File: config.mk
export PLATFORM = sky130hd
export DESIGN_NAME = trial_division_prime_test_top
export DESIGN_NICKNAME = d
export VERILOG_FILES = /design/src/hdl/tdpt_pkg.sv /design/src/hdl/trial_division_prime_test_top.sv
export VERILOG_INCLUDE_DIRS = /design/src /design/src/hdl
export SDC_FILE = /design/constraint.sdc
export NUM_CORES = 1
export LEC_CHECK = 0
export BUFFER_PORTS_ARGS = -buffer_cell sky130_fd_sc_hd__buf_2
export CORE_UTILIZATION = 57
export CTS_CLUSTER_SIZE = 8
export DETAILED_ROUTE_END_ITERATION = 7
export PLACE_DENSITY = 0.77
export SLEW_MARGIN = 15
export SYNTH_ARGS = -nofsm -noshare
export SYNTH_HDL_FRONTEND = slang
export SYNTH_SLANG_ARGS = --single-unit
File: constraint.sdc
create_clock -name clk_i -period 4.35 [get_ports clk_i]
set_clock_uncertainty 0.05 [all_clocks]
set_input_delay 0.435 -clock clk_i [delete_from_list [all_inputs] [get_ports clk_i]]
set_output_delay 0.435 -clock clk_i [all_outputs]
set_load 0.005 [all_outputs]
File: src/hdl/trial_division_prime_test_top_macros.svh
// Assertion macros shared by the trial division prime test RTL.
`ifndef TRIAL_DIVISION_PRIME_TEST_TOP_MACROS_SVH
`define TRIAL_DIVISION_PRIME_TEST_TOP_MACROS_SVH

// Checks that the consequent holds in the same cycle as the antecedent.
`define TDPT_ASSERT_SAME(lbl, ante, cons, msg) \
  lbl: assert property (@(posedge clk_i) disable iff (!rst_ni) (ante) |-> (cons)) \
    else $error(msg);

// Checks that the consequent holds in the cycle after the antecedent.
`define TDPT_ASSERT_NEXT(lbl, ante, cons, msg) \
  lbl: assert property (@(posedge clk_i) disable iff (!rst_ni) (ante) |=> (cons)) \
    else $error(msg);

`endif

File: src/hdl/tdpt_pkg.sv
// Package with shared constants and types of the trial division prime test.
`default_nettype none

package tdpt_pkg;

  // Default width of the number under test.
  localparam int unsigned NumberWidthDef = 32;

  typedef enum logic [2:0] {
    ST_IDLE,
    ST_CHECK,
    ST_DIVIDE,
    ST_STEP,
    ST_DONE
  } state_e;

endpackage

`default_nettype wire

File: src/hdl/trial_division_prime_test_top.sv
// Trial division prime test with a bit-serial remainder unit.
//
//   channel  direction  signals                          payload
//   in       input      in_valid_i / in_ready_o          candidate_i
//   out      output     out_valid_o / out_ready_i        is_prime_o
//
// Numbers below two, the number two and even numbers need no trial divisions.
// Each odd trial divisor takes one bound compare, NUMBER_WIDTH restoring shift-subtract
// steps of the remainder unit, and one divisor step.
// The worst case is a prime near 2**NUMBER_WIDTH.
// One item is worked on at a time; the next is taken while a result waits.
// Reset is asynchronous and active low and clears the control state only.
`default_nettype none
`include "trial_division_prime_test_top_macros.svh"

module trial_division_prime_test_top #(
  parameter int unsigned NUMBER_WIDTH = tdpt_pkg::NumberWidthDef
) (
  input  wire logic                    clk_i,
  input  wire logic                    rst_ni,
  input  wire logic                    in_valid_i,
  output      logic                    in_ready_o,
  input  wire logic [NUMBER_WIDTH-1:0] candidate_i,
  output      logic                    out_valid_o,
  input  wire logic                    out_ready_i,
  output      logic                    is_prime_o
);

  localparam int unsigned W    = NUMBER_WIDTH;
  localparam int unsigned CntW = $clog2(NUMBER_WIDTH);

  tdpt_pkg::state_e state_q, state_d;

  logic [W-1:0]    n_q, n_d;      // number under test
  logic [W-1:0]    nsh_q, nsh_d;  // dividend bits, shifted out MSB first
  logic [W-1:0]    d_q, d_d;      // current odd trial divisor
  logic [W:0]      sq_q, sq_d;    // square of the trial divisor
  logic [W-1:0]    rem_q, rem_d;  // partial remainder
  logic [CntW-1:0] cnt_q, cnt_d;
  logic            res_q, res_d;
  logic            out_valid_q, out_valid_d;
  logic            is_prime_q, is_prime_d;

  logic            accept;
  logic            out_free;
  logic            trivial;
  logic            trivial_res;
  logic            in_bound;
  logic [W:0]      trial;
  logic            fits;

  assign in_ready_o  = (state_q == tdpt_pkg::ST_IDLE);
  assign accept      = in_valid_i && in_ready_o;
  assign out_free    = !out_valid_q || out_ready_i;
  assign out_valid_o = out_valid_q;
  assign is_prime_o  = is_prime_q;

  // Small and even numbers need no trial divisions.
  always_comb begin
    trivial     = 1'b1;
    trivial_res = 1'b0;
    priority if (candidate_i < W'(2)) begin
      trivial_res = 1'b0;
    end else if (candidate_i == W'(2)) begin
      trivial_res = 1'b1;
    end else if (!candidate_i[0]) begin
      trivial_res = 1'b0;
    end else begin
      trivial = 1'b0;
    end
  end

  assign in_bound = (sq_q <= {1'b0, n_q});
  assign trial    = {rem_q, nsh_q[W-1]};
  assign fits     = (trial >= {1'b0, d_q});

  // Next state.
  always_comb begin
    state_d = state_q;
    unique case (state_q)
      tdpt_pkg::ST_IDLE: begin
        if (accept) begin
          state_d = trivial ? tdpt_pkg::ST_DONE : tdpt_pkg::ST_CHECK;
        end
      end
      tdpt_pkg::ST_CHECK: begin
        state_d = in_bound ? tdpt_pkg::ST_DIVIDE : tdpt_pkg::ST_DONE;
      end
      tdpt_pkg::ST_DIVIDE: begin
        if (cnt_q == '0) begin
          state_d = tdpt_pkg::ST_STEP;
        end
      end
      tdpt_pkg::ST_STEP: begin
        state_d = (rem_q == '0) ? tdpt_pkg::ST_DONE : tdpt_pkg::ST_CHECK;
      end
      tdpt_pkg::ST_DONE: begin
        if (out_free) begin
          state_d = tdpt_pkg::ST_IDLE;
        end
      end
      default: state_d = tdpt_pkg::ST_IDLE;
    endcase
  end

  // Datapath and output register.
  always_comb begin
    n_d         = n_q;
    nsh_d       = nsh_q;
    d_d         = d_q;
    sq_d        = sq_q;
    rem_d       = rem_q;
    cnt_d       = cnt_q;
    res_d       = res_q;
    out_valid_d = out_valid_q;
    is_prime_d  = is_prime_q;
    if (out_ready_i) begin
      out_valid_d = 1'b0;
    end
    unique case (state_q)
      tdpt_pkg::ST_IDLE: begin
        if (accept) begin
          n_d   = candidate_i;
          res_d = trivial_res;
          d_d   = W'(3);
          sq_d  = (W+1)'(9);
        end
      end
      tdpt_pkg::ST_CHECK: begin
        nsh_d = n_q;
        rem_d = '0;
        cnt_d = CntW'(W - 1);
        // With the bound passed and no divisor found, the number is prime.
        if (!in_bound) begin
          res_d = 1'b1;
        end
      end
      tdpt_pkg::ST_DIVIDE: begin
        rem_d = fits ? W'(trial - {1'b0, d_q}) : trial[W-1:0];
        nsh_d = {nsh_q[W-2:0], 1'b0};
        cnt_d = cnt_q - CntW'(1);
      end
      tdpt_pkg::ST_STEP: begin
        if (rem_q == '0) begin
          res_d = 1'b0;
        end
        // (d + 2)^2 = d^2 + 4d + 4
        sq_d = sq_q + (W+1)'({d_q, 2'b00}) + (W+1)'(4);
        d_d  = d_q + W'(2);
      end
      tdpt_pkg::ST_DONE: begin
        if (out_free) begin
          out_valid_d = 1'b1;
          is_prime_d  = res_q;
        end
      end
      default: ;
    endcase
  end

  always_ff @(posedge clk_i or negedge rst_ni) begin
    if (!rst_ni) begin
      state_q     <= tdpt_pkg::ST_IDLE;
      out_valid_q <= 1'b0;
    end else begin
      state_q     <= state_d;
      out_valid_q <= out_valid_d;
    end
  end

  always_ff @(posedge clk_i) begin
    n_q        <= n_d;
    nsh_q      <= nsh_d;
    d_q        <= d_d;
    sq_q       <= sq_d;
    rem_q      <= rem_d;
    cnt_q      <= cnt_d;
    res_q      <= res_d;
    is_prime_q <= is_prime_d;
  end

  `TDPT_ASSERT_SAME(a_odd_divisor,
    (state_q == tdpt_pkg::ST_DIVIDE || state_q == tdpt_pkg::ST_STEP), d_q[0],
    "trial divisor is not odd")
  `TDPT_ASSERT_SAME(a_rem_below_divisor,
    (state_q == tdpt_pkg::ST_DIVIDE || state_q == tdpt_pkg::ST_STEP), rem_q < d_q,
    "partial remainder is not below the divisor")
  `TDPT_ASSERT_NEXT(a_result_from_done,
    !out_valid_q || out_ready_i,
    !out_valid_q || $past(state_q) == tdpt_pkg::ST_DONE,
    "result shown without a finished item")
  `TDPT_ASSERT_NEXT(a_busy_after_accept, accept, !in_ready_o,
    "item accepted while another is open")

endmodule

`default_nettype wire
Word-level counts from Yosys, hierarchy flattened
Cells that the tools add are included.

cells by class
  $add $sub $neg = 5
  magnitude comparators = 3
  equality and inequality tests = 10
  muxes and demuxes = 27
  reduce and logical (&&, ||, !) cells = 14

operator list
  cell                                                                           count
  32-bit case mux with 2 select lines                                            3
  33-bit case mux with 2 select lines                                            1
  32-bit 2-to-1 mux                                                              2
  33-bit by 3-bit adder with 33-bit output, second input constant                1
  33-bit adder                                                                   1
  33-bit by 32-bit >= comparator with 1-bit output                               1
  33-bit by 32-bit less-or-equal comparator with 1-bit output                    1
  33-bit 2-to-1 mux                                                              1
  32-bit by 2-bit adder with 32-bit output, second input constant                1
  32-bit by 2-bit == test with 1-bit output, second input constant               1
  32-bit logical NOT                                                             1
  32-bit by 2-bit less-than comparator with 1-bit output, second input constant  1
  32-bit subtractor                                                              1
  3-bit 2-to-1 mux                                                               6
  3-bit case mux with 5 select lines                                             1
  1-bit 2-to-1 mux                                                               11
  5-bit case mux with 2 select lines                                             1
  2-bit != test, second input constant                                           4
  3-bit by 2-bit == test with 1-bit output, second input constant                2
  2-bit AND reduction                                                            3
  5-bit logical NOT                                                              1
  5-bit by 1-bit subtractor with 5-bit output, second input constant             1
  4-bit AND reduction                                                            1
  2-bit nonzero test                                                             2
  other kinds (10)                                                               10

storage, ports and cells
  flip-flop bits (word level) = 172
  logic and storage cells = 69

Depth between registers and ports, before layout
  word-level depth = 6
  mapped depth = 13

Worst setup path before layout
No wires, ideal clock.

  path kind = register -> register
  from = reg state_q[1]
  to = reg cnt_q[0], enable pin
  setup time = 0.496 ns
  arrival time = 3.662 ns
  slack = 0.141 ns
  cell stages (with the launch flop) = 4
  cells stage by stage = dfrtp_1 > clkbuf_1 > xnor2_1 > nor2_1

between the ends
  word-level cells in the longest chain between the ends = 2

RTL lines
  what                                                                                                         RTL line                              source
  start, declared                                                                                              trial_division_prime_test_top.sv:32   tdpt_pkg::state_e state_q, state_d;
  start signal, assigned                                                                                       trial_division_prime_test_top.sv:163  state_q <= tdpt_pkg::ST_IDLE;
  start signal, assigned                                                                                       trial_division_prime_test_top.sv:166  state_q <= state_d;
  3-bit by 1-bit == test with 1-bit output / 3-bit by 2-bit == test with 1-bit output (equally long branches)  trial_division_prime_test_top.sv:120  unique case (state_q)
  2-bit nonzero test (no source line) (*)                                                                      -
  end signal, assigned                                                                                         trial_division_prime_test_top.sv:177  cnt_q <= cnt_d;
  end, declared                                                                                                trial_division_prime_test_top.sv:39   logic [CntW-1:0] cnt_q, cnt_d;

Every way passes the cells marked *; elsewhere a longest branch is shown, timed or not.
A chain may end at the register's enable or synchronous reset.

Worst setup path in the final report
  from = reg d_q[1]
  to = reg rem_q[9], data pin

between the ends
  word-level cells in the longest chain between the ends = 3

RTL lines
  what                                                                                          RTL line                                                                   source
  start, declared                                                                               trial_division_prime_test_top.sv:36                                        logic [W-1:0] d_q, d_d;
  start signal, assigned                                                                        trial_division_prime_test_top.sv:174                                       d_q <= d_d;
  32-bit subtractor / 33-bit by 32-bit >= comparator with 1-bit output (equally long branches)  trial_division_prime_test_top.sv:139, trial_division_prime_test_top.sv:75
  32-bit 2-to-1 mux (*)                                                                         trial_division_prime_test_top.sv:139                                       rem_d = fits ? W'(trial - {1'b0, d_q}) : trial[W-1:0];
  32-bit case mux with 2 select lines (*)                                                       trial_division_prime_test_top.sv:120
  end signal, assigned                                                                          trial_division_prime_test_top.sv:176                                       rem_q <= rem_d;
  end, declared                                                                                 trial_division_prime_test_top.sv:38                                        logic [W-1:0] rem_q, rem_d;

Marked as above.

==> impl_metrics.toml <==
[setup_path]
startpoint_type = "register"
end_kind = "register"
arrival_ns = 3.86
path_class = "reg -> reg"
cp_max_fo = 30
critPathRequiredTime_ns = 4.48

[global_route]
track_usage_pct = 26.4
grt_pass1_wl_um = 41700
grt_overflow = 0
grt_start_max_net_pins = 55
grt_antenna_before_repair = 0
grt_pass1_vias = 8427

[timing]
max_slew_margin_pct = 30.8
hold_viol = 0
finalCritPeriodShare_pct = 85.9
fin_setup_tns_ns = 0
rsz0062_at_grt = "no"
setup_viol = 0
worstMarginPinSlew_ns = 1.04
clock.fmax_mhz = 268
slew_viol_final = 0
setup_slack_ns = 0.615
fin_crit_ns = 3.73

[cts]
clkLatencyLatePin_ns = 0.44
cts.sinks = 168
cts_max_level = 4
cts_root_buf = "clkbuf_16"
cts_made_buffers = 17
post-cts-setup-buffers = 0
cts_tree = "built"
clock_path_buffers = 2
clk_pin_slew_ns = 0.08

[floorplan]
coreArea_um2 = 19600
die-width_um = 144
design.die.area_um2 = 20600
start_util_pct = 58.4
num_rows = 51
io_pins = 39
fp.dieH_um = 144

[synth]
synth_edf_count = 164
ys_seq_elements = 168
synth_top_family_by_area = "compound AO/OA/AOI/OAI gates"
synth_compound_area_share_pct = 15.4
synth_top_area_cell = "edfxtp_1"
synth_nets = 1293
synth_area_um2 = 11400
syn_avg_cell_area_um2 = 10.1
synth.distinct_cells = 61
synthMuxAreaShare_pct = 2.19
yosys.area_share.adder_pct = 13.5
yosys.area_share.simple_pct = 15.0
seq_area_frac_synth_pct = 44.0
synth_most_common_cell = "edfxtp_1"
async_flop_share_pct = 2.38
syn-instance-count = 1135
synthTopCellsByArea = "edfxtp_1 (43%), ha_1 (13%), xnor2_1 (4.7%)"
ys_warn_count = 0
netlist_top_cells_count = "edfxtp_1 (164), ha_1 (120), nor2_1 (107)"
ys.flop_type = "edfxtp_1"
synth_xor_area_share_pct = 5.98
synth_top_area_share_pct = 43.1

[cells_and_area]
final_area_um2 = 12500
drive_gt1_share_pct = 8.23
syn_to_final_growth_pct = 9.31
nFillCells = 1579
utilization_pct = 63.8
nNetsFinal = 1324
n_antenna_cell = 0

[hold_path]
holdCritPathClass = "in -> reg"

[drt]
firstDrtPassIters = 5
routed_wirelength_um = 25800
vias = 8739
viasPerCell = 6.05
drc_errors = 0
detail-route-antenna-nets = 0
wl_per_cell_um = 17.8
drt-initial-drc-count = 615

[pwr]
total_power_mw = 10.5
p_leak_nw = 5.16
ir_worst_vdd_mv = 0.390
power_density_nw_per_um2 = 840

[place]
place_congestion = 0.950
numPortBuffers = 38
post-dp-hpwl_um = 19100
dpl_cell_area_um2 = 11900
place_ws_ns = 0.670

[status]
outcome = "completed"

[job]
drv_cap = 0
==> cells in the final DEF (no fill, tap or decap), types with 38 or more instances in the layout <==
master / netlist / layout
a21o_1: 44 / 44
xnor2_1: 62 / 62
inv_1: 77 / 77
nor2_1: 107 / 106
a21oi_1: 57 / 57
ha_1: 120 / 120
o21ai_0: 74 / 74
edfxtp_1: 164 / 164
nand2_1: 84 / 83
buf_2: 9 / 38
==> kinds of logic after synthesis <==
group,count (synthesis)
AOI/OAI and AO/OA,271
xor gates and xnor gates,78
adders and majority gates,122
buffers and inverters,114
DFF,168
muxes,25
and+or+nand+nor,357
==> worst paths after layout <==
kind / from / to / slack (ns) / depth (start not counted)
max: d_q[1]$_SDFFCE_PN1P_ / rem_q[9]$_SDFFCE_PN0P_ / 0.62 / 11
min: candidate_i[16] / n_q[16]$_DFFE_PP_ / 0.13 / 1
max reg2reg: d_q[1]$_SDFFCE_PN1P_ / rem_q[9]$_SDFFCE_PN0P_ / 0.62 / 11
min reg2reg: res_q$_DFFE_PP_ / is_prime_o$_DFFE_PP_ / 0.44 / 0
max in group asynchronous: rst_ni / state_q[0]$_DFFE_PN0P_ / 3.80 / 2
min in group asynchronous: rst_ni / state_q[2]$_DFFE_PN0P_ / 0.30 / 2
==> layer usage <==
| metal | routed length (µm) | global-route usage (%) | up-vias |
|---|---|---|---|
| met3 | 1370 | 5.06 | 35 |
| met4 | 478 | 7.17 | 0 |
| li1 | - | - | 4265 |
| met2 | 12400 | 44.6 | 249 |
| met5 | 0 | 0 | - |
| met1 | 11500 | 34.4 | 4190 |
==> stage by stage <==
stage	std cells	hold slack [ns]
final	1444	0.133
after detailed placement	1411	0.213
after global placement	1411	0.215
after CTS	1444	0.123
after global routing	1444	0.120
after floorplan	1135	0.0894
==> cell type report <==
cell class	instances	area (µm²)	share of cell area, %
Clock inverter	15	178	1.42
Clock buffer	17	425	3.40
Multi-Input combinational cell	853	5960	47.7
Timing Repair Buffer	49	288	2.30
Sequential cell	168	5020	40.2
Inverter	77	289	2.31
Tap cell	265	332	2.65
==> what timing repair did <==
action	4_1_cts	5_1_grt
resized for setup	0	0
hold buffers	1	0
endpoints found under the hold margin	4	0
==> flip-flops by register name, indices dropped and copies added, names as in the netlist, 3 cells and up <==
signal,count
nsh_q,32
d_q,31
cnt_q,5
n_q,32
sq_q,30
state_q,3
rem_q,32
==> where the power goes <==
group | total [mW] | internal [mW] | switching (mW)
Sequential | 3.12 | 2.67 | 0.457
Clock | 1.52 | 0.777 | 0.745
Combinational | 5.85 | 2.38 | 3.47
==> worst max-delay path: stages (launching register included) <==
cell      delay [ns]
edfxtp_1        0.48
inv_1           0.12
ha_1            0.33
a211oi_1        0.10
o21ai_1         0.31
a21oi_2         0.17
o2111a_2        0.32
o31ai_2         0.28
o31a_2          0.69
buf_4           0.35
mux2i_1         0.21
nor2_1          0.06
No activity file was read; power rests on OpenSTA's default activity.
